==> src/sv/eth_arp_ipv4_l4_header_parser_top_assert.svh <==
// Assertion macros for the header parser modules; hep_fifo includes them.
`ifndef ETH_ARP_IPV4_L4_HEADER_PARSER_TOP_ASSERT_SVH
`define ETH_ARP_IPV4_L4_HEADER_PARSER_TOP_ASSERT_SVH

`ifndef SYNTHESIS
// Clocked check, disabled while reset is asserted.
`define HEP_ASSERT(lbl, clk, rst_n, prop) \
    lbl: assert property (@(posedge clk) disable iff (!rst_n) prop) \
        else $error("header parser assertion failed");
// Clocked check that also holds during reset.
`define HEP_ASSERT_ALWAYS(lbl, clk, prop) \
    lbl: assert property (@(posedge clk) prop) \
        else $error("header parser assertion failed");
`else
`define HEP_ASSERT(lbl, clk, rst_n, prop)
`define HEP_ASSERT_ALWAYS(lbl, clk, prop)
`endif

`endif

==> src/sv/hep_pkg.sv <==
// Types and constants shared by the header parser modules.
`timescale 1ns / 1ps
`default_nettype none

package hep_pkg;

    // Frames longer than this are dropped; bytes beyond it are ignored.
    localparam logic [15:0] MAX_FRAME_BYTES = 16'd65535;

    localparam int ETH_LEN = 14;
    localparam int ARP_LEN = 28;
    localparam int IP_MIN  = 20;
    localparam int TCP_MIN = 20;
    localparam int UDP_LEN = 8;

    localparam logic [15:0] TYPE_ARP   = 16'h0806;
    localparam logic [15:0] TYPE_IPV4  = 16'h0800;
    localparam logic [7:0]  IP_NUM_TCP = 8'd6;
    localparam logic [7:0]  IP_NUM_UDP = 8'd17;

    // Queue between front and back; depth must be a power of two.
    localparam int QUEUE_DEPTH = 2;
    localparam int QUEUE_AW    = (QUEUE_DEPTH > 1) ? $clog2(QUEUE_DEPTH) : 1;
    localparam int QUEUE_CW    = $clog2(QUEUE_DEPTH + 1);

    typedef logic [QUEUE_AW-1:0] t_qaddr;
    typedef logic [QUEUE_CW-1:0] t_qcount;

    // Everything captured from one frame, as it stands after its last byte.
    typedef struct packed {
        logic [15:0] len;
        logic        too_long;
        logic [15:0] ether_type;
        logic [47:0] src_mac;
        logic [15:0] arp_op;
        logic [47:0] arp_sha;
        logic [31:0] addr_a;
        logic [31:0] addr_b;
        logic [7:0]  proto;
        logic [5:0]  ihl;
        logic [31:0] ports;
        logic [5:0]  tcp_hlen;
        logic [7:0]  l4_flags;
    } t_frame_info;

    // Output record; the first field sits in the highest bits.
    typedef struct packed {
        logic [15:0] payload_bytes;
        logic [15:0] payload_start;
        logic [7:0]  tcp_flag_bits;
        logic [15:0] dest_port;
        logic [15:0] source_port;
        logic [7:0]  ip_protocol;
        logic [31:0] dest_addr;
        logic [31:0] source_addr;
        logic [47:0] arp_sender_mac;
        logic [15:0] arp_operation;
        logic [47:0] source_mac;
        logic [15:0] ether_type;
    } t_record;

    localparam int REC_W = $bits(t_record);

endpackage

`default_nettype wire

==> src/sv/hep_front.sv <==
// Front part: takes frame bytes and captures header fields at their offsets.
`timescale 1ns / 1ps
`default_nettype none

module hep_front (
    input  wire logic                 i_clk,
    input  wire logic                 i_rst_n,
    input  wire logic                 i_s_tvalid,
    output logic                      o_s_tready,
    input  wire logic [7:0]           i_s_tdata,
    input  wire logic                 i_s_tlast,
    input  wire logic                 i_q_full,
    output logic                      o_q_push,
    output hep_pkg::t_frame_info      o_q_data
);

    hep_pkg::t_frame_info r_st;
    hep_pkg::t_frame_info n_st;

    logic        w_acc;
    logic [15:0] w_pos;
    logic [5:0]  w_hlen;
    logic [6:0]  w_base;
    logic [16:0] w_diff;
    logic [15:0] w_rel;
    logic        w_in_l4;
    logic        w_arp;

    assign o_s_tready = !i_q_full;
    assign w_acc      = i_s_tvalid && o_s_tready;
    assign w_pos      = r_st.len;
    assign w_arp      = (r_st.ether_type == hep_pkg::TYPE_ARP);

    // The header length written by byte 14 already counts for byte 14 itself.
    assign w_hlen  = (w_pos == 16'(hep_pkg::ETH_LEN)) ? {i_s_tdata[3:0], 2'b00} : r_st.ihl;
    assign w_base  = 7'(hep_pkg::ETH_LEN) + {1'b0, w_hlen};
    assign w_diff  = {1'b0, w_pos} - {10'b0, w_base};
    assign w_rel   = w_diff[15:0];
    assign w_in_l4 = !w_diff[16];

    always_comb begin
        n_st = r_st;
        if (w_acc) begin
            if (w_pos >= hep_pkg::MAX_FRAME_BYTES) begin
                n_st.too_long = 1'b1;
            end else begin
                n_st.len = w_pos + 16'd1;
                if (w_pos >= 16'd6 && w_pos <= 16'd11) begin
                    n_st.src_mac = {r_st.src_mac[39:0], i_s_tdata};
                end
                if (w_pos == 16'd12 || w_pos == 16'd13) begin
                    n_st.ether_type = {r_st.ether_type[7:0], i_s_tdata};
                end
                if (w_pos == 16'd20 || w_pos == 16'd21) begin
                    n_st.arp_op = {r_st.arp_op[7:0], i_s_tdata};
                end
                if (w_pos >= 16'd22 && w_pos <= 16'd27) begin
                    n_st.arp_sha = {r_st.arp_sha[39:0], i_s_tdata};
                end
                if (w_pos == 16'd23) begin
                    n_st.proto = i_s_tdata;
                end
                if (w_pos == 16'(hep_pkg::ETH_LEN)) begin
                    n_st.ihl = w_hlen;
                end
                // ARP protocol addresses and IPv4 addresses share the address registers.
                if (w_arp) begin
                    if (w_pos >= 16'd28 && w_pos <= 16'd31) begin
                        n_st.addr_a = {r_st.addr_a[23:0], i_s_tdata};
                    end
                    if (w_pos >= 16'd38 && w_pos <= 16'd41) begin
                        n_st.addr_b = {r_st.addr_b[23:0], i_s_tdata};
                    end
                end else begin
                    if (w_pos >= 16'd26 && w_pos <= 16'd29) begin
                        n_st.addr_a = {r_st.addr_a[23:0], i_s_tdata};
                    end
                    if (w_pos >= 16'd30 && w_pos <= 16'd33) begin
                        n_st.addr_b = {r_st.addr_b[23:0], i_s_tdata};
                    end
                end
                if (w_in_l4) begin
                    if (w_rel <= 16'd3) begin
                        n_st.ports = {r_st.ports[23:0], i_s_tdata};
                    end
                    if (w_rel == 16'd12) begin
                        n_st.tcp_hlen = {i_s_tdata[7:4], 2'b00};
                    end
                    if (w_rel == 16'd13) begin
                        n_st.l4_flags = i_s_tdata;
                    end
                end
            end
        end
    end

    assign o_q_push = w_acc && i_s_tlast;
    assign o_q_data = n_st;

    always_ff @(posedge i_clk) begin
        if (!i_rst_n) begin
            r_st <= '0;
        end else if (o_q_push) begin
            r_st <= '0;
        end else begin
            r_st <= n_st;
        end
    end

endmodule

`default_nettype wire

==> src/sv/hep_fifo.sv <==
// Short queue of captured frame summaries between front and back.
`timescale 1ns / 1ps
`default_nettype none

`include "eth_arp_ipv4_l4_header_parser_top_assert.svh"

module hep_fifo (
    input  wire logic                 i_clk,
    input  wire logic                 i_rst_n,
    input  wire logic                 i_push,
    input  wire hep_pkg::t_frame_info i_push_data,
    output logic                      o_full,
    output logic                      o_valid,
    input  wire logic                 i_pop,
    output hep_pkg::t_frame_info      o_pop_data
);

    hep_pkg::t_frame_info r_mem [hep_pkg::QUEUE_DEPTH];
    hep_pkg::t_qaddr      r_wr_ptr;
    hep_pkg::t_qaddr      r_rd_ptr;
    hep_pkg::t_qcount     r_count;

    assign o_full     = (r_count == hep_pkg::t_qcount'(hep_pkg::QUEUE_DEPTH));
    assign o_valid    = (r_count != '0);
    assign o_pop_data = r_mem[r_rd_ptr];

    always_ff @(posedge i_clk) begin
        if (i_push) begin
            r_mem[r_wr_ptr] <= i_push_data;
        end
    end

    always_ff @(posedge i_clk) begin
        if (!i_rst_n) begin
            r_wr_ptr <= '0;
            r_rd_ptr <= '0;
            r_count  <= '0;
        end else begin
            if (i_push) begin
                r_wr_ptr <= r_wr_ptr + 1'b1;
            end
            if (i_pop) begin
                r_rd_ptr <= r_rd_ptr + 1'b1;
            end
            if (i_push && !i_pop) begin
                r_count <= r_count + 1'b1;
            end else if (i_pop && !i_push) begin
                r_count <= r_count - 1'b1;
            end
        end
    end

    `HEP_ASSERT(a_count_bound, i_clk, i_rst_n, r_count <= hep_pkg::t_qcount'(hep_pkg::QUEUE_DEPTH))
    `HEP_ASSERT(a_no_push_full, i_clk, i_rst_n, i_push |-> !o_full)
    `HEP_ASSERT(a_no_pop_empty, i_clk, i_rst_n, i_pop |-> o_valid)
    `HEP_ASSERT(a_count_up, i_clk, i_rst_n, (i_push && !i_pop) |=> (r_count == hep_pkg::t_qcount'($past(r_count) + 1'b1)))

endmodule

`default_nettype wire

==> src/sv/hep_back.sv <==
// Back part: checks each frame's length and forms the output record.
`timescale 1ns / 1ps
`default_nettype none

module hep_back (
    input  wire logic                 i_clk,
    input  wire logic                 i_rst_n,
    input  wire logic                 i_q_valid,
    input  wire hep_pkg::t_frame_info i_q_data,
    output logic                      o_q_pop,
    output logic                      o_m_tvalid,
    input  wire logic                 i_m_tready,
    output hep_pkg::t_record          o_m_tdata
);

    logic             r_out_valid;
    hep_pkg::t_record r_out_data;

    hep_pkg::t_record w_rec;
    logic             w_ok;
    logic [15:0]      w_len;
    logic [7:0]       w_base;
    logic [7:0]       w_tcp_start;
    logic [7:0]       w_udp_start;

    assign w_len       = i_q_data.len;
    assign w_base      = 8'(hep_pkg::ETH_LEN) + {2'b00, i_q_data.ihl};
    assign w_tcp_start = w_base + {2'b00, i_q_data.tcp_hlen};
    assign w_udp_start = w_base + 8'(hep_pkg::UDP_LEN);

    // Every header minimum is compared against the total frame length.
    always_comb begin
        w_rec = '0;
        w_ok  = 1'b0;
        w_rec.ether_type = i_q_data.ether_type;
        w_rec.source_mac = i_q_data.src_mac;
        if (!i_q_data.too_long && w_len >= 16'(hep_pkg::ETH_LEN)) begin
            if (i_q_data.ether_type == hep_pkg::TYPE_ARP) begin
                w_ok                 = (w_len >= 16'(hep_pkg::ETH_LEN + hep_pkg::ARP_LEN));
                w_rec.arp_operation  = i_q_data.arp_op;
                w_rec.arp_sender_mac = i_q_data.arp_sha;
                w_rec.source_addr    = i_q_data.addr_a;
                w_rec.dest_addr      = i_q_data.addr_b;
            end else if (i_q_data.ether_type == hep_pkg::TYPE_IPV4) begin
                w_rec.source_addr = i_q_data.addr_a;
                w_rec.dest_addr   = i_q_data.addr_b;
                w_rec.ip_protocol = i_q_data.proto;
                w_ok = (w_len >= 16'(hep_pkg::ETH_LEN + hep_pkg::IP_MIN))
                    && (w_len >= {8'b0, w_base});
                if (i_q_data.proto == hep_pkg::IP_NUM_TCP) begin
                    w_ok = w_ok && (w_len >= {8'b0, w_base} + 16'(hep_pkg::TCP_MIN));
                    w_rec.source_port   = i_q_data.ports[31:16];
                    w_rec.dest_port     = i_q_data.ports[15:0];
                    w_rec.tcp_flag_bits = i_q_data.l4_flags;
                    // Payload only when the data offset stays inside the frame.
                    if (w_len >= {8'b0, w_tcp_start}) begin
                        w_rec.payload_start = {8'b0, w_tcp_start};
                        w_rec.payload_bytes = w_len - {8'b0, w_tcp_start};
                    end
                end else if (i_q_data.proto == hep_pkg::IP_NUM_UDP) begin
                    w_ok = w_ok && (w_len >= {8'b0, w_udp_start});
                    w_rec.source_port   = i_q_data.ports[31:16];
                    w_rec.dest_port     = i_q_data.ports[15:0];
                    w_rec.payload_start = {8'b0, w_udp_start};
                    w_rec.payload_bytes = w_len - {8'b0, w_udp_start};
                end
            end
        end
    end

    assign o_q_pop    = i_q_valid && (!r_out_valid || i_m_tready);
    assign o_m_tvalid = r_out_valid;
    assign o_m_tdata  = r_out_data;

    always_ff @(posedge i_clk) begin
        if (!i_rst_n) begin
            r_out_valid <= 1'b0;
        end else if (o_q_pop) begin
            r_out_valid <= w_ok;
        end else if (i_m_tready) begin
            r_out_valid <= 1'b0;
        end
    end

    always_ff @(posedge i_clk) begin
        if (o_q_pop && w_ok) begin
            r_out_data <= w_rec;
        end
    end

endmodule

`default_nettype wire

==> src/sv/eth_arp_ipv4_l4_header_parser_top.sv <==
// Top level of the Ethernet / ARP / IPv4 / TCP-UDP header parser.
//
// Input stream: one frame byte per word on i_s_tdata, i_s_tlast on the last byte.
// Output stream: one record word per ARP or IPv4 frame that is long enough for its
// headers; short, oversize and other frames give no word.
// Throughput: one byte per cycle while the queue is not full. Bytes are captured by a
// front stage as they pass; on the last byte the frame summary enters a two-entry
// queue, and a back stage checks the lengths and loads the output register, one frame
// per cycle while that register is free or its word is taken. A frame's summary goes
// from the queue register into the output register, which raises o_m_tvalid.
// When the receiver stalls, the output register holds its word, the queue fills,
// and o_s_tready drops only once two more frame summaries wait behind it.
// Reset (i_rst_n low, synchronous) clears the byte position, all captured fields,
// the queue and the output valid; the block is ready again the cycle after.
`timescale 1ns / 1ps
`default_nettype none

module eth_arp_ipv4_l4_header_parser_top (
    input  wire logic                        i_clk,
    input  wire logic                        i_rst_n,
    input  wire logic                        i_s_tvalid,
    output logic                             o_s_tready,
    input  wire logic [7:0]                  i_s_tdata,   // frame_byte
    input  wire logic                        i_s_tlast,   // frame_end
    output logic                             o_m_tvalid,
    input  wire logic                        i_m_tready,
    // ether_type, source_mac, arp_operation, arp_sender_mac, source_addr, dest_addr,
    // ip_protocol, source_port, dest_port, tcp_flag_bits, payload_start, payload_bytes
    output logic [hep_pkg::REC_W-1:0]        o_m_tdata
);

    logic                 w_q_full;
    logic                 w_q_push;
    hep_pkg::t_frame_info w_q_wdata;
    logic                 w_q_valid;
    logic                 w_q_pop;
    hep_pkg::t_frame_info w_q_rdata;
    hep_pkg::t_record     w_rec;

    hep_front u_front (
        .i_clk      (i_clk),
        .i_rst_n    (i_rst_n),
        .i_s_tvalid (i_s_tvalid),
        .o_s_tready (o_s_tready),
        .i_s_tdata  (i_s_tdata),
        .i_s_tlast  (i_s_tlast),
        .i_q_full   (w_q_full),
        .o_q_push   (w_q_push),
        .o_q_data   (w_q_wdata)
    );

    hep_fifo u_fifo (
        .i_clk       (i_clk),
        .i_rst_n     (i_rst_n),
        .i_push      (w_q_push),
        .i_push_data (w_q_wdata),
        .o_full      (w_q_full),
        .o_valid     (w_q_valid),
        .i_pop       (w_q_pop),
        .o_pop_data  (w_q_rdata)
    );

    hep_back u_back (
        .i_clk      (i_clk),
        .i_rst_n    (i_rst_n),
        .i_q_valid  (w_q_valid),
        .i_q_data   (w_q_rdata),
        .o_q_pop    (w_q_pop),
        .o_m_tvalid (o_m_tvalid),
        .i_m_tready (i_m_tready),
        .o_m_tdata  (w_rec)
    );

    assign o_m_tdata = w_rec;

endmodule

`default_nettype wire

==> config.mk <==
export PLATFORM = sky130hd
export DESIGN_NAME = eth_arp_ipv4_l4_header_parser_top
export DESIGN_NICKNAME = d
export VERILOG_FILES = /design/src/sv/hep_pkg.sv /design/src/sv/hep_front.sv /design/src/sv/hep_fifo.sv /design/src/sv/hep_back.sv /design/src/sv/eth_arp_ipv4_l4_header_parser_top.sv
export VERILOG_INCLUDE_DIRS = /design/src /design/src/sv
export SDC_FILE = /design/constraint.sdc
export NUM_CORES = 2
export LEC_CHECK = 0
export BUFFER_PORTS_ARGS = -buffer_cell sky130_fd_sc_hd__buf_2
export CAP_MARGIN = 25
export CORE_MARGIN = 5
export CORE_UTILIZATION = 35
export CTS_BUF_LIST = sky130_fd_sc_hd__clkbuf_8
export DETAILED_ROUTE_END_ITERATION = 8
export PLACE_DENSITY_LB_ADDON = 0.3
export RECOVER_POWER = 100
export SETUP_SLACK_MARGIN = 0.4
export SKIP_CTS_REPAIR_TIMING = 1
export SYNTH_ARGS = -nofsm -noshare
export SYNTH_HDL_FRONTEND = slang
export SYNTH_HIERARCHICAL = 1
export SYNTH_SLANG_ARGS = --single-unit
==> constraint.sdc <==
create_clock -name i_clk -period 17.4 [get_ports i_clk]
set_input_delay 0.87 -clock i_clk [delete_from_list [all_inputs] [get_ports i_clk]]
set_output_delay 0.87 -clock i_clk [all_outputs]
set_load 0.02 [all_outputs]
### After elaboration in Yosys (flattened, before gate mapping)

Memory sizes are Yosys's and may differ from the RTL's. A register that Yosys moved wholly into a read port is not among the register bits.
Cells that the tools add are included.
W data, S select, Z words.

* add/subtract/negate cells: 13
* reductions and logical operators: 31
* muxes and demuxes: 40
* $lt $le $gt $ge: 21
* equality and inequality tests: 14
* bitwise operators: 4

Operators with widths (number)
* $mux W32: 10
* $mux W269: 1
* $mux W252: 1
* $mux W64: 3
* $mux W48: 2
* $eq A16 B4 Y1 const B: 5
* $ge A16 B5 Y1 const B: 4
* $eq A16 B12 Y1 const B: 3
* $eq A16 B5 Y1 const B: 3
* $ge A16 B6 Y1 const B: 3
* $ge A16 B8 Y1: 3
* $le A16 B5 Y1 const B: 3
* $mux W16: 3
* $mux W46: 1
* $le A16 B6 Y1 const B: 2
* $sub A16 B8 Y16: 2
* $mux W6: 3
* $sub A16 B7 Y17: 1
* $add A16 B1 Y16 const B: 1
* $ge A16 B16 Y1: 1
* $ge A16 B16 Y1 const B: 1
* $ge A16 B3 Y1 const B: 1
* $ge A16 B4 Y1 const B: 1
* $le A16 B2 Y1 const B: 1
* other kinds (23): 64

* input port bits: 13
* memories kept: 1
* register bits: 546
* output and inout bits: 274
* RAM bits: 538

Memory list
* u_fifo.r_mem: words 2, bits a word 269, rd ports 1, clocked after memory_dff 1, wr ports 1, line hep_fifo.sv:18 `hep_pkg::t_frame_info r_mem [hep_pkg::QUEUE_DEPTH];`

### Logic depth before layout (Yosys ltp)

Gate-level depths: netlist of run 1.

* depth in word-level cells: 10
* depth in mapped cells: 23

### Modules after synthesis

The synthesis of run 1 kept the hierarchy.

By module, submodules not included
* hep_fifo: area an instance 20460.9 µm², instances 1, sequential area each 16255.6 µm², cells an instance 859
* hep_front: area an instance 12283.0 µm², instances 1, sequential area each 5385.2 µm², cells an instance 1389
* hep_back: area an instance 11398.4 µm², instances 1, sequential area each 7947.6 µm², cells an instance 790

### Worst setup path after synthesis of run 1

No wires, ideal clock.

* kind: input port to flip-flop
* start point: input i_s_tvalid
* end point: register u_fifo.r_wr_ptr
* path slack: 3.378 ns
* data required time: 17.286 ns
* data arrival time: 13.908 ns
* stages: 5
* path through: nor2b_1 nand2_1 inv_1 nor2b_1 o21a_1

* cells in the longest elaborated chain, start to end: 2

RTL lines
* from (decl): line eth_arp_ipv4_l4_header_parser_top.sv:21 `input wire logic i_s_tvalid,`
* $logic_and A1 B1 Y1: line hep_front.sv:30 `assign w_acc = i_s_tvalid && o_s_tready;`
* $logic_and A1 B1 Y1: line hep_front.sv:97 `assign o_q_push = w_acc && i_s_tlast;`
* net w_q_push: line eth_arp_ipv4_l4_header_parser_top.sv:33 `logic w_q_push;`
* to (signal assigned): line hep_fifo.sv:40 `r_wr_ptr <= r_wr_ptr + 1'b1;`
* to (decl): line hep_fifo.sv:19 `hep_pkg::t_qaddr r_wr_ptr;`

The timed path passes the listed nets, and every way through them passes these cells.
A chain may end at the register's enable or synchronous reset.

==> summary.txt, run 1 <==
Die H -> 365 um
Fin cells -> 5174
Skew final -> 0.0507 ns
Port Buffers -> 278
Placed wire-length estimate -> 62.3 mm
Clock Pin Slew Worst Setup and Hold Paths -> 0.06 ns
Final period util -> 0.634
Top post-synthesis cells by area -> edfxtp_1 55%, dfxtp_1 12%, mux2_4 8.8%, nand2_1 4.0%, mux2_2 3.0%
Chip Width -> 365 um
Vias in the first global route -> 24700
Fin. max-slew vios -> 1147
CORE AREA -> 125000 um^2
Final GP Congestion -> 0.801
Logic gate share of total power -> 0.186
# IOs -> 287
Gr ovfl total -> 0
Initial core utilization -> 0.352
Worst min-delay path class -> in -> reg
Post-synth top flop -> edfxtp_1
Max-slew headroom -> -4.33
Cell taking the most area after synthesis -> edfxtp_1
Final worst path period need -> 11.03 ns
Worst slack at placement -> 10.24 ns
Peak supply drop -> 0.0678 mV
Worst-Margin Slew -> 7.99 ns
Clock Path Buffers -> 3
CTS H-tree lvls -> 4
Die Area -> 133000 um^2
Worst EP arrival -> 11.57 ns
Internal power -> 4.49 mW
Nets -> 3434
Startpoint Class -> flip-flop
Largest net degree at the start of global routing -> 133
NetSw -> 1.69 mW
WS Path Type -> reg -> reg
RSZ-0062 raised after global routing -> false
TritonCTS Buffers -> 177
Achievable clock frequency -> 0.0906 GHz
Pwr dens -> 125 nW/um^2
Clk Latency, worst-skew pair -> 0.87 ns
EDFF count, synth -> 802
Post-synth ARST share -> 0
Sequential group share of total power -> 0.465
Total track usage -> 0.147
Setup WS post-layout -> 6.37 ns
Crit. End Element -> flip-flop
Max-cap violations -> 22
Total power -> 6.19 mW
Fin util -> 0.395
Cell Area, Synth -> 44100 um^2
Drt pass-1 iters -> 5
Post-Syn Instances -> 3038
Num rows -> 130
Clk sinks -> 1077
Synth top area share -> 0.546
First-pass GRT wire length -> 150 mm
Drt drc -> 0
Initial DRC count -> 1517
Worst hold slack -> 0.363 ns
Synthesized area per cell -> 14.5 um^2
CTS tree -> yes
Vias per inst -> 4.76
Clk network pwr share -> 0.349
Final instance area -> 49500 um^2
Status -> finished, violations left
Initial antenna violation count -> 13
Synth warnings -> 6
Post-DP Area -> 46800 um^2
Setup Viol. Count Final -> 0
Synth unique cells -> 93
Layout cell share with drive strength beyond 1 -> 0.146
Post-placement cell count -> 4833
Post-synthesis sequential area ratio -> 0.670
Failing checks -> max-capacitance violations, max-slew violations
Via count -> 24600
Leak -> 19.2 nW
Worst path required time -> 17.94 ns
Critical path peak fanout -> 76
Sw frac -> 0.274
Register bit total from synthesis -> 1077
Synth-to-layout area growth -> 12.2%
Fin. Hold Viols -> 0
Per-cell routed wire length -> 19.3 um
Total length of routed wires -> 100 mm
Setup tns final -> 0 ns
Remaining antenna violation count -> 0
CTS root buffer -> clkbuf_8
[cell type report]
class / count / area, um^2
Tap cell: 1650 / 2060
Antenna cell: 7 / 17.5
Inverter: 42 / 158
Sequential cell: 1077 / 29600
Clock inverter: 131 / 772
Multi-Input combinational cell: 1755 / 12900
Timing Repair Buffer: 312 / 1280
Fill cell: 12000 / 75900
Clock buffer: 200 / 2750
[layout by cell type (no fill, tap or decap), types with 104 or more instances in the layout]
cell type and n:
and3_1 122, dfxtp_1 275, edfxtp_1 802, mux2_1 179, a21oi_1 153, inv_1 104
clkbuf_8 200, clkbuf_1 283, nand2_1 468, mux2_4 155
[worst max-delay path, stage by stage, from the launching register on]
cell and delay, ns:
dfxtp_1 1.66, clkbuf_1 2.09, mux2_1 0.46, nor4_1 0.10, and2b_1 0.22, and3_1 0.26, a31oi_4 0.16, clkbuf_1 2.31
nor3b_1 0.38, buf_4 0.58, o2111a_4 0.87, clkbuf_1 1.17, buf_16 0.35
[cells by family (layout without fill, tap and decap cells)]
| logic type | after synthesis | count (layout) | share of synthesized area |
|---|---|---|---|
| other | 1 | 15 | 0.0000850 |
| multiplexers | 439 | 439 | 0.133 |
| buffers and inverters | 213 | 685 | 0.0285 |
| flip-flops | 1077 | 1077 | 0.670 |
| AND/OR/NAND/NOR | 940 | 940 | 0.105 |
| adder cells (fa/ha/maj) | 58 | 58 | 0.0170 |
| XOR/XNOR | 33 | 33 | 0.00655 |
| AO/OA/AOI/OAI | 277 | 277 | 0.0395 |
[flip-flops by register name, summed over array words and instances, names as in the netlist, named ones only]
signal,cells
u_fifo/r_wr_ptr,1
u_front/w_pos,16
u_fifo/r_mem,538
u_back/o_m_tdata,264
u_back/o_m_tvalid,1
u_fifo/r_count,2
u_fifo/r_rd_ptr,1
u_front/r_st,253
[cell usage after synthesis (3+ instances only)]
cell,count
nor2_1,52
buf_6,35
a211oi_1,5
buf_12,4
o211ai_1,4
mux2_4,260
o31ai_1,6
and3_1,121
nand2b_1,12
and4_1,3
mux2_1,14
o22ai_1,3
nand2_1,470
a31oi_1,11
nor3_1,20
mux2i_1,46
ha_1,52
a21boi_0,6
a21o_1,6
clkbuf_1,68
nor4_2,3
or3_1,3
o21ai_0,29
xnor2_1,21
and2_1,174
buf_4,17
inv_1,42
buf_2,38
a21oi_1,152
or2_2,7
mux2_2,119
nor2b_1,14
nor2_2,3
nand4_1,10
o22a_1,5
nor4_1,8
dfxtp_1,275
a22oi_1,6
nor4bb_1,4
xor2_1,12
clkbuf_2,8
o21a_1,8
nand3_1,15
edfxtp_1,802
fa_1,4
[per-layer routing]
metal,vias to the layer above,routed length [um],track usage
met2,609,47300,0.239
met4,4,2270,0.0497
met5,-,27,0
met1,12100,44600,0.195
li1,11700,-,-
met3,151,5920,0.0353
[power groups by stage]
stage	sequential, mW	clock [mW]	combinational, mW
final	2.88	2.16	1.15
after global placement	2.92	0	1.20
after CTS	2.87	2.25	1.20
after floorplan	2.94	0	0.975
after global routing	2.89	2.36	1.26
after detailed placement	2.92	0	1.19
[final timing paths]
kind                         from               endpoint  slack [ns]  cells after the start
hold / removal            i_rst_n        u_fifo/r_wr_ptr        0.36                      2
setup / recovery        flip-flop  u_back/o_m_tdata[106]        6.37                     12
hold reg to reg   u_front/r_st[3]        u_front/r_st[3]        0.46                      2
setup reg to reg        flip-flop  u_back/o_m_tdata[106]        6.37                     12
Power figures use the tool's default switching activity.
==> run 2, diff against run 1 <==
--- a/config.mk
+++ b/config.mk
@@ -6,6 +6,7 @@
 export SDC_FILE = /design/constraint.sdc
 export NUM_CORES = 2
 export LEC_CHECK = 0
+export ABC_AREA = 1
 export BUFFER_PORTS_ARGS = -buffer_cell sky130_fd_sc_hd__buf_2
 export CAP_MARGIN = 25
 export CORE_MARGIN = 5
==> constraint.sdc (replaced) <==
create_clock -name i_clk -period 9.5 [get_ports i_clk]
set_input_delay 0.475 -clock i_clk [delete_from_list [all_inputs] [get_ports i_clk]]
set_output_delay 0.475 -clock i_clk [all_outputs]
set_load 0.02 [all_outputs]
==> run 2 against run 1 <==
Against the previous run:
- the flow still finishes with violations (max-capacitance violations, max-slew violations)
- largest power group unchanged
- flip-flop and latch count unchanged
- clock power up 87%
- via count rose by 11%
- first-iteration DRC count up 16%
- utilization rose by 0.050 points
- global-route usage rose by 0.41 points
- sequential power up 83%
- die area up 3.6%
- register-to-register slack got worse by 4.1 ns
- critical endpoint is now u_back/o_m_tdata[143]
- setup slack lost 4.1 ns
- count of clock-buffer cells in the layout up 11
- synthesized cell count rose by 25%
==> summary.txt, run 2 <==
Status -> finished, violations left
Failing checks -> max-capacitance violations, max-slew violations
Max-cap violations -> 15 (-32%)
Via count -> 27300 (+11%)
Count leader, synth -> edfxtp_1
Pwr dens -> 224 nW/um^2 (+79%)
Top post-synthesis cells by area -> edfxtp_1 53%, dfxtp_1 12%, mux2_4 6.6%, inv_1 5.4%, nand2_1 3.6%
Initial core utilization -> 0.353 (+0.000764)
Clock Path Buffers -> 3 (unchanged)
Largest net degree at the start of global routing -> 176 (+32%)
Cell Area, Synth -> 45800 um^2 (+3.7%)
Total track usage -> 0.151 (+0.00413)
Total length of routed wires -> 106 mm (+6.1%)
Crit. End Element -> flip-flop
CORE AREA -> 130000 um^2 (+3.5%)
Nets -> 4209 (+23%)
Vias per inst -> 4.52 (-5.0%)
Post-synthesis sequential area ratio -> 0.646 (-0.0242)
# IOs -> 287 (unchanged)
Synth unique cells -> 56 (-40%)
Vias in the first global route -> 27200 (+10%)
Leak -> 21.4 nW (+11%)
Worst path required time -> 10.11 ns (-7.83 ns)
CTS H-tree lvls -> 4 (unchanged)
Synthesized area per cell -> 12.1 um^2 (-17%)
Worst min-delay path class -> in -> reg
Peak supply drop -> 0.168 mV (+150%)
Clk sinks -> 1077 (unchanged)
Initial DRC count -> 1765 (+16%)
Setup WS post-layout -> 2.28 ns (-4.09 ns)
Final period util -> 0.760 (+0.126)
Layout cell share with drive strength beyond 1 -> 0.123 (-0.0227)
Filler cell count -> 12800 (+6.2%)
Post-placement cell count -> 5694 (+18%)
Post-synth top flop -> edfxtp_1
Most frequent cells in the layout -> 802 x edfxtp_1, 735 x inv_1, 447 x nand2_1
Worst slack at placement -> 3.23 ns (-7.01 ns)
Fin cells -> 6038 (+17%)
Die Area -> 138000 um^2 (+3.6%)
Worst hold slack -> 0.0829 ns (-0.280 ns)
Final worst path period need -> 7.22 ns (-3.81 ns)
Placed wire-length estimate -> 66.2 mm (+6.3%)
Gr ovfl total -> 0 (unchanged)
Fin util -> 0.395 (+0.000500)
Synth warnings -> 6 (unchanged)
Worst-Margin Slew -> 4.34 ns (-3.65 ns)
Post-synth ARST share -> 0 (unchanged)
Most common cell after layout, fill and taps aside -> edfxtp_1
Num rows -> 132 (+1.5%)
Post-Syn Instances -> 3800 (+25%)
Synth-to-layout area growth -> 12.1% (about the same)
Worst EP arrival -> 7.83 ns (-3.74 ns)
Remaining antenna violation count -> 0 (unchanged)
Drt pass-1 iters -> 5 (unchanged)
First-pass GRT wire length -> 160 mm (+7.1%)
Setup tns final -> 0 ns (unchanged)
CTS root buffer -> clkbuf_8
Port Buffers -> 278 (unchanged)
Synth top area share -> 0.526 (-0.0197)
Achievable clock frequency -> 0.138 GHz (+53%)
EDFF count, synth -> 802 (unchanged)
TritonCTS Buffers -> 180 (+1.7%)
Max FFs per register -> 538 (unchanged)
Largest Register -> u_fifo/r_mem
Die H -> 372 um (+1.8%)
Critical path peak fanout -> 96 (+26%)
Clk Latency, worst-skew pair -> 0.90 ns (+0.03 ns)
Skew final -> 0.0446 ns (-0.00604 ns)
Cell taking the most area after synthesis -> edfxtp_1
Max-slew headroom -> -1.89 (+2.44)
Drt drc -> 0 (unchanged)
RSZ-0062 raised after global routing -> false
Synth cell count leaders -> 802 x edfxtp_1, 654 x inv_1, 443 x nand2_1
Chip Width -> 372 um (+1.8%)
Initial antenna violation count -> 6 (-7)
WS Path Type -> reg -> reg
Fin. Hold Viols -> 0 (unchanged)
Per-cell routed wire length -> 17.6 um (-9.0%)
Clock Pin Slew Worst Setup and Hold Paths -> 0.06 ns (about the same)
Register bit total from synthesis -> 1077 (unchanged)
Fin. max-slew vios -> 869 (-24%)
Setup Viol. Count Final -> 0 (unchanged)
Final GP Congestion -> 0.801 (about the same)
CTS tree -> yes
Startpoint Class -> flip-flop
run 2: logic make-up (layout without fill, tap and decap cells):
| family | count (synthesis) | in the layout | share of synthesized area |
|---|---|---|---|
| simple gates | 1123 | 1123 | 0.121 |
| flops | 1077 | 1077 | 0.646 |
| buf+inv | 832 | 1320 | 0.0774 |
| compound gates | 417 | 417 | 0.0520 |
| mux | 269 | 269 | 0.0825 |
| fa+ha+maj | 56 | 56 | 0.0160 |
| xor+xnor | 25 | 25 | 0.00478 |
| other cells | 1 | 9 | 0.0000819 |
run 2: area by class of cell:
type	instances	area, um^2	area share
flip-flops and latches	1077	29600	0.576
repair buffers	317	1420	0.0276
clock buffers	211	2900	0.0566
well taps	1742	2180	0.0425
clock inverters	126	702	0.0137
diodes	1	2.50	0.0000487
inverters	666	2500	0.0488
multi-input cells	1898	12000	0.235
run 2: metal layers:
| metal | track usage | part of all wire | vias to the layer above |
|---|---|---|---|
| met5 | 0 | 0 | - |
| met4 | 0.0437 | 0.019 | 0 |
| met3 | 0.0334 | 0.051 | 162 |
| met2 | 0.245 | 0.46 | 572 |
| met1 | 0.205 | 0.47 | 13100 |
| li1 | - | - | 13500 |
run 2: stage by stage:
stage          instance area [um^2]  total power [mW]
2_1_floorplan                 45800              7.23
3_3_place_gp                  48800              7.67
3_5_place_dp                  48800              7.67
4_1_cts                       52500              11.8
5_1_grt                       51300              12.1
6_report                      51300              11.5
run 2: worst paths after layout:
path | start | to | slack (ns) | depth (start not counted)
worst max-delay path | flip-flop | u_back/o_m_tdata[143] | 2.28 | 11
worst min-delay path | i_s_tdata[3] | u_front/r_st[239] | 0.08 | 3
worst max register to register | flip-flop | u_back/o_m_tdata[143] | 2.28 | 11
worst min register to register | u_front/r_st[9] | u_front/r_st[9] | 0.45 | 2
run 2: worst max-delay path, cell delays in order (launching register included):
cell      delay [ns]
dfxtp_1         1.53
buf_12          0.54
buf_4           0.86
mux2_1          0.41
or2_1           0.26
nor4_1          0.58
nand2_2         0.07
nor2_1          0.22
a31oi_1         0.14
clkbuf_1        0.42
clkbuf_2        0.74
nor3b_1         0.70
run 2: report_power, final:
part,switching (mW),total (mW),internal (mW),leakage (nW)
registers,0.0622,5.28,5.22,10.2
logic,1.26,2.18,0.918,9.04
clock network,1.89,4.03,2.14,2.12
